File: config.mk
export PLATFORM = sky130hd
export DESIGN_NAME = hmu_divider
export DESIGN_NICKNAME = d
export VERILOG_FILES = /design/src/sv/hmu_pkg.sv /design/src/sv/hmu_divider.sv
export SDC_FILE = /design/constraint.sdc
export NUM_CORES = 1
export LEC_CHECK = 0
export BUFFER_PORTS_ARGS = -buffer_cell sky130_fd_sc_hd__buf_4
export CORE_ASPECT_RATIO = 0.9
export CORE_MARGIN = 2
export CORE_UTILIZATION = 56
export CTS_BUF_LIST = sky130_fd_sc_hd__clkbuf_16
export DETAILED_ROUTE_END_ITERATION = 7
export PLACE_DENSITY = 0.75
export SYNTH_ARGS = -nofsm -noshare
export SYNTH_HDL_FRONTEND = slang
export SYNTH_SLANG_ARGS = --single-unit
File: constraint.sdc
create_clock -name clk -period 7.4 [get_ports clk]
set_input_delay 1.11 -clock clk [delete_from_list [all_inputs] [get_ports clk]]
set_output_delay 1.11 -clock clk [all_outputs]
set_load 0.01 [all_outputs]
File: src/sv/hmu_pkg.sv
// ----------------------------------------------------------------------------
// hmu_pkg: shared definitions for the histogram matching unit
// Default sizes used by the top level and the divider, and command codes for the top level.
// ----------------------------------------------------------------------------
package hmu_pkg;

  localparam int LEVELS_DEFAULT      = 256;
  localparam int COUNT_WIDTH_DEFAULT = 24;

  localparam logic [2:0] OP_ADD_REF = 3'd0;
  localparam logic [2:0] OP_ADD_IN  = 3'd1;
  localparam logic [2:0] OP_BUILD   = 3'd2;
  localparam logic [2:0] OP_MAP     = 3'd3;
  localparam logic [2:0] OP_CLEAR   = 3'd4;

endpackage

File: src/sv/hmu_divider.sv
// ----------------------------------------------------------------------------
// hmu_divider: iterative transfer scaler
// Computes floor((LEVELS-1)*cum/total) by restoring division, one quotient
// bit per cycle. A zero total gives a zero quotient.
// ----------------------------------------------------------------------------
module hmu_divider
  import hmu_pkg::*;
#(
  parameter int LEVELS      = LEVELS_DEFAULT,
  parameter int COUNT_WIDTH = COUNT_WIDTH_DEFAULT
) (
  input  logic                      clk,
  input  logic                      rst,
  input  logic                      start,
  input  logic [COUNT_WIDTH-1:0]    cum,
  input  logic [COUNT_WIDTH-1:0]    total,
  output logic                      done,
  output logic [$clog2(LEVELS)-1:0] quotient
);

  localparam int LW = $clog2(LEVELS);
  localparam int CW = COUNT_WIDTH;
  localparam int NW = $clog2(LW + 1);

  logic          run;
  logic [NW-1:0] cnt;
  logic [CW-1:0] rem;
  logic [LW-1:0] low;
  logic [CW-1:0] den;
  logic [LW-1:0] q;

  logic [CW+LW-1:0] num;
  logic [CW:0]      trial;
  logic             ge;
  logic [CW:0]      diff;
  logic [LW:0]      q_shift;
  logic [LW:0]      low_shift;

  // The dividend (LEVELS-1)*cum is a multiply by a small constant. Since
  // cum never exceeds total, the upper CW bits start below the divisor and
  // the quotient fits in LW bits.
  assign num       = (CW + LW)'(cum) * (CW + LW)'(LEVELS - 1);
  assign trial     = {rem, low[LW-1]};
  assign ge        = (trial >= {1'b0, den});
  assign diff      = trial - {1'b0, den};
  assign q_shift   = {q, ge};
  assign low_shift = {low, 1'b0};

  always_ff @(posedge clk) begin
    if (rst) begin
      run  <= 1'b0;
      done <= 1'b0;
      cnt  <= '0;
    end else begin
      done <= 1'b0;
      if (start) begin
        den <= total;
        rem <= num[CW+LW-1:LW];
        low <= num[LW-1:0];
        q   <= '0;
        cnt <= NW'(LW);
        if (total == '0) begin
          run  <= 1'b0;
          done <= 1'b1;
        end else begin
          run <= 1'b1;
        end
      end else if (run) begin
        rem <= ge ? diff[CW-1:0] : trial[CW-1:0];
        low <= low_shift[LW-1:0];
        q   <= q_shift[LW-1:0];
        cnt <= cnt - NW'(1);
        if (cnt == NW'(1)) begin
          run  <= 1'b0;
          done <= 1'b1;
        end
      end
    end
  end

  assign quotient = q;

`ifndef SYNTHESIS
  a_done_after_work: assert property (@(posedge clk) disable iff (rst)
    done |-> $past(run) || $past(start)) else $error("divider done without work");
  a_done_single: assert property (@(posedge clk) disable iff (rst)
    done && !start |=> !done) else $error("divider done held");
  a_run_no_done: assert property (@(posedge clk) disable iff (rst)
    run |-> !done) else $error("divider done while running");
`endif

endmodule

# Yosys cells after proc, flatten, opt, wreduce, memory -nomap -nowiden
# Cells that the tools add are included.
# classes
eq_ne	1
n_mul	1
bitwise	1
n_reduce_logical	5
addsub	2
muxes	16
magnitude_cmp	1
# op_table
op	count
$mux 24	3
$mul 24x8->32 const B	1
$ge 25x24->1	1
$logic_not 24->1	1
$mux 8	3
$sub 24x24->24	1
$mux 1	8
$mux 4	2
$eq 4x1->1 const B	1
$reduce_and 2->1	2
$sub 4x1->4 const B	1
$reduce_bool 2->1	1
$reduce_or 2->1	1
$not 1->1	1
# word_totals
regBits	70
elab_cells	35

# Depth between registers and ports, before layout
# logic_depth
depth_word	4
ltp_mapped	18
depth_no_buf	17

# Worst setup path before layout
# Ideal clock, no wire load.
# synth_path
kind	input-to-reg
from	input port cum[6]
to	register rem[23], data pin
arrival_time_ns	5.460
path_stages	17
setup_ns	0.150
required_ns	7.250
path_slack_ns	1.790
path_cell_list	inv_1 > fa_1 > inv_1 > fa_1 > fa_1 > inv_1 > fa_1 > inv_1 > ha_1 > a21o_1 > a31oi_1 > o21ai_0 > o21ai_2 > a31oi_4 > a311oi_2 > mux2_1 > nor3_2
# synth_between
elab_chain_len	2
# synth_rtl
item	line	rtl
start: declaration	hmu_divider.sv:15	input logic [COUNT_WIDTH-1:0] cum,
$mul 24x8->32	hmu_divider.sv:42	assign num = (CW + LW)'(cum) * (CW + LW)'(LEVELS - 1);
$mux 24	hmu_divider.sv:56	if (start) begin
end signal: assignment	hmu_divider.sv:58	rem <= num[CW+LW-1:LW];
end signal: assignment	hmu_divider.sv:69	rem <= ge ? diff[CW-1:0] : trial[CW-1:0];
end: declaration	hmu_divider.sv:27	logic [CW-1:0] rem;
# No other way between the ends.
# A chain may end at the register's enable or synchronous reset.

# Final worst setup path
# layout_path
from	input port cum[9]
to	register rem[23], data pin
# Same word-level chain as after synthesis.

==> results.sh <==
export IMPL_p_int_uw=2430
export IMPL_pwr_share_seq_pct=14.3
export IMPL_grt_max_degree=55
export IMPL_p_sw_uw=2310
export IMPL_fin_nets=1196
export IMPL_grt_overflow_total=0
export IMPL_synthTopCellsByArea="fa_1, edfxtp_1, ha_1"
export IMPL_cts_buffer_depth=2
export IMPL_port_buffers=59
export IMPL_fp_row_count=43
export IMPL_die_y_um=124
export IMPL_hold_violations=0
export IMPL_switching_share_pct=48.8
export IMPL_fin_crit_sh_pct=78.1
export IMPL_clock_sinks=70
export IMPL_synth_area_sq_mm=0.00894
export IMPL_r2r_slack_ns=4.14
export IMPL_synth_seq_cells=70
export IMPL_power_frac_comb_pct=76.9
export IMPL_synth_main_ff_cell="edfxtp_1"
export IMPL_ios=60
export IMPL_whs_path_depth=2
export IMPL_totalWireLength_um=17500
export IMPL_layout_common_cells="inv_1, fa_1, ha_1"
export IMPL_drive_above_1_share_pct=11.8
export IMPL_wl_per_cell_um=15.1
export IMPL_cts_setup_buffers=0
export IMPL_critPathArrivalTime_ns=5.96
export IMPL_core_area_sq_mm=0.0155
export IMPL_clkPwrFrac_pct=8.9
export IMPL_hp_start="cnt[1]"
export IMPL_hold_buffers=0
export IMPL_setup_violations=0
export IMPL_first_pass_iters=4
export IMPL_p_leak_uw=0.00468
export IMPL_antenna_found_initial=0
export IMPL_min_period_ns=5.78
export IMPL_dp_cells=1147
export IMPL_worstHoldPathType="reg -> reg"
export IMPL_tightest_slew_ns=1.20
export IMPL_drtIter0Drc=328
export IMPL_via_per_inst=5.50
export IMPL_end_kind="flip-flop"
export IMPL_cts_root_buf="clkbuf_16"
export IMPL_htreeDepth=3
export IMPL_area_growth_pct=10.2
export IMPL_globalplace_congestion=0.901
export IMPL_power_uw=4740
export IMPL_synth_warning_count=0
export IMPL_cp_required_ns=7.59
export IMPL_synth_top_area_share_pct=24.9
export IMPL_cts_tree="yes"
export IMPL_grt_pass1_vias=6764
export IMPL_antenna_cells=0
export IMPL_drcViolationCount=0
export IMPL_rsz0062_at_grt="no"
export IMPL_grt_usage_pct=23.2
export IMPL_synth_distinct_cells=79
export IMPL_layout_commonest_cell="inv_1"
export IMPL_critPathLaunchType="primary input"
export IMPL_dpl_hpwl_um=14600
export IMPL_async_flop_share_pct=0
export IMPL_critPathMaxFanout=5
export IMPL_synth_edf_count=64
export IMPL_num_vias=6402
export IMPL_finalClockSkew_ns=0.00976
export IMPL_crit_type="in -> reg"
export IMPL_crit_family="adder cells"
export IMPL_outcome="finished, final reports clean"
export IMPL_maxSlewHeadroom_pct=20.1
export IMPL_max_vdd_ir_drop_mv=0.288
export IMPL_max_stage_delay_ns=0.62
export IMPL_fin_tns_setup_ns=0
export IMPL_start_util_pct=57.7
export IMPL_synth_nets=1142
export IMPL_grt_pass1_wl_um=31200
export IMPL_synth_seq_area_share_pct=22.8
export IMPL_path_buf_inv=5
export IMPL_maxCapViolCount=0
export IMPL_postCtsResizedCells=0
export IMPL_clk_pin_slew_worst_paths_ns=0.06
export IMPL_fp_dieW_um=137
export IMPL_finalMaxSlewViolations=0
export IMPL_crit_chain="buf_4, fa_1, inv_1, fa_1, inv_1, fa_1, inv_1, fa_1, inv_1, ha_1, and3_2, a31oi_1, o21ai_0, o21ai_2, a31oi_4, a311oi_2, mux2_1, nor3_2"
export IMPL_r2r_end="rem[8]"
export IMPL_synth_cells=902
export IMPL_cts_buffers=9
export IMPL_syn_area_per_cell_sq_um=9.91
export IMPL_cp_slowest_cell="fa_1"
export IMPL_clock_latency_ns=0.34
export IMPL_rr_worst_depth=10
export IMPL_p_per_area_mw_per_mm2=482
export IMPL_ant_nets=0
export IMPL_min_to="cnt[1]"
export IMPL_reg2reg_from="rem[9]"
export IMPL_synth_area_leader_cell="fa_1"
export IMPL_fin_cells=1163
export IMPL_max_freq_mhz=173
export IMPL_die_area_sq_mm=0.0170
-- cell usage after synthesis (all sizes together), types with 16 or more instances --
cell type / instances
a21o: 21
o21ai: 48
a21oi: 43
nand2: 37
fa: 111
mux2i: 19
nand3: 16
xnor2: 23
inv: 213
ha: 78
nor2: 38
edfxtp: 64
-- cell type report --
class	count	area [sq um]
flip-flops and latches	70	2040
repair buffers	62	465
inverters	213	800
multi-input cells	600	6000
well taps	202	253
clock buffers	9	225
clock inverters	7	67.6
fillers	1312	5640
-- registers in the layout, indices dropped and copies added, names as in the netlist --
register / cells
den: 24
run: 1
quotient: 8
done: 1
cnt: 4
low: 8
rem: 24
-- routing by layer --
layer | track usage, % | vias up | part of all wire, %
met2 | 40.3 | 129 | 49
met1 | 31.2 | 3120 | 46
met3 | 3.26 | 20 | 3.7
li1 | - | 3133 | -
met4 | 4.77 | 0 | 1.4
met5 | 0 | - | 0
-- through the flow --
step	utilization, %	hold slack, ns	area (sq um)	setup slack, ns
detailed placement	61.7	0.516	9560	1.31
finish	63.6	0.519	9850	1.62
floorplan	-	0.468	8940	1.79
global placement	61.7	0.487	9560	1.38
CTS	63.6	0.525	9850	1.63
global route	63.6	0.553	9850	1.37
-- power groups by stage --
stage | registers (uW) | clock network [uW] | logic (uW)
5_1_grt | 685 | 444 | 4140
4_1_cts | 676 | 427 | 3660
6_report | 676 | 421 | 3650
3_5_place_dp | 682 | 0 | 3640
2_1_floorplan | 654 | 0 | 2940
3_3_place_gp | 684 | 0 | 3580
-- worst reg2reg max path: stages (launching register included) --
cell,delay (ns)
edfxtp_1,0.42
ha_1,0.41
and3_1,0.22
nand3_2,0.14
nor3_1,0.33
a211o_1,0.26
a21oi_2,0.10
nor2_1,0.43
buf_4,0.35
mux2i_1,0.25
mux2i_1,0.09
-- logic make-up after synthesis --
logic type                 count (synthesis)  share of synthesized area [%]
buffers and inverters                    232                           10.1
AOI/OAI and AO/OA                        196                           15.7
adders and majority gates                189                           35.8
and+or+nand+nor                          155                           9.20
DFF                                       70                           22.8
xor gates and xnor gates                  35                           3.43
muxes                                     25                           2.88
-- how the worst max path moves through the flow --
stage | from | end | depth (start not counted)
after floorplan | cum[6] | rem[23] | 17
after global placement | cum[6] | rem[23] | 18
after detailed placement | cum[9] | rem[23] | 18
after CTS | cum[9] | rem[23] | 18
after global routing | cum[6] | rem[23] | 18
final | cum[9] | rem[23] | 18
Note: power is estimated with default switching activity, not from simulation.
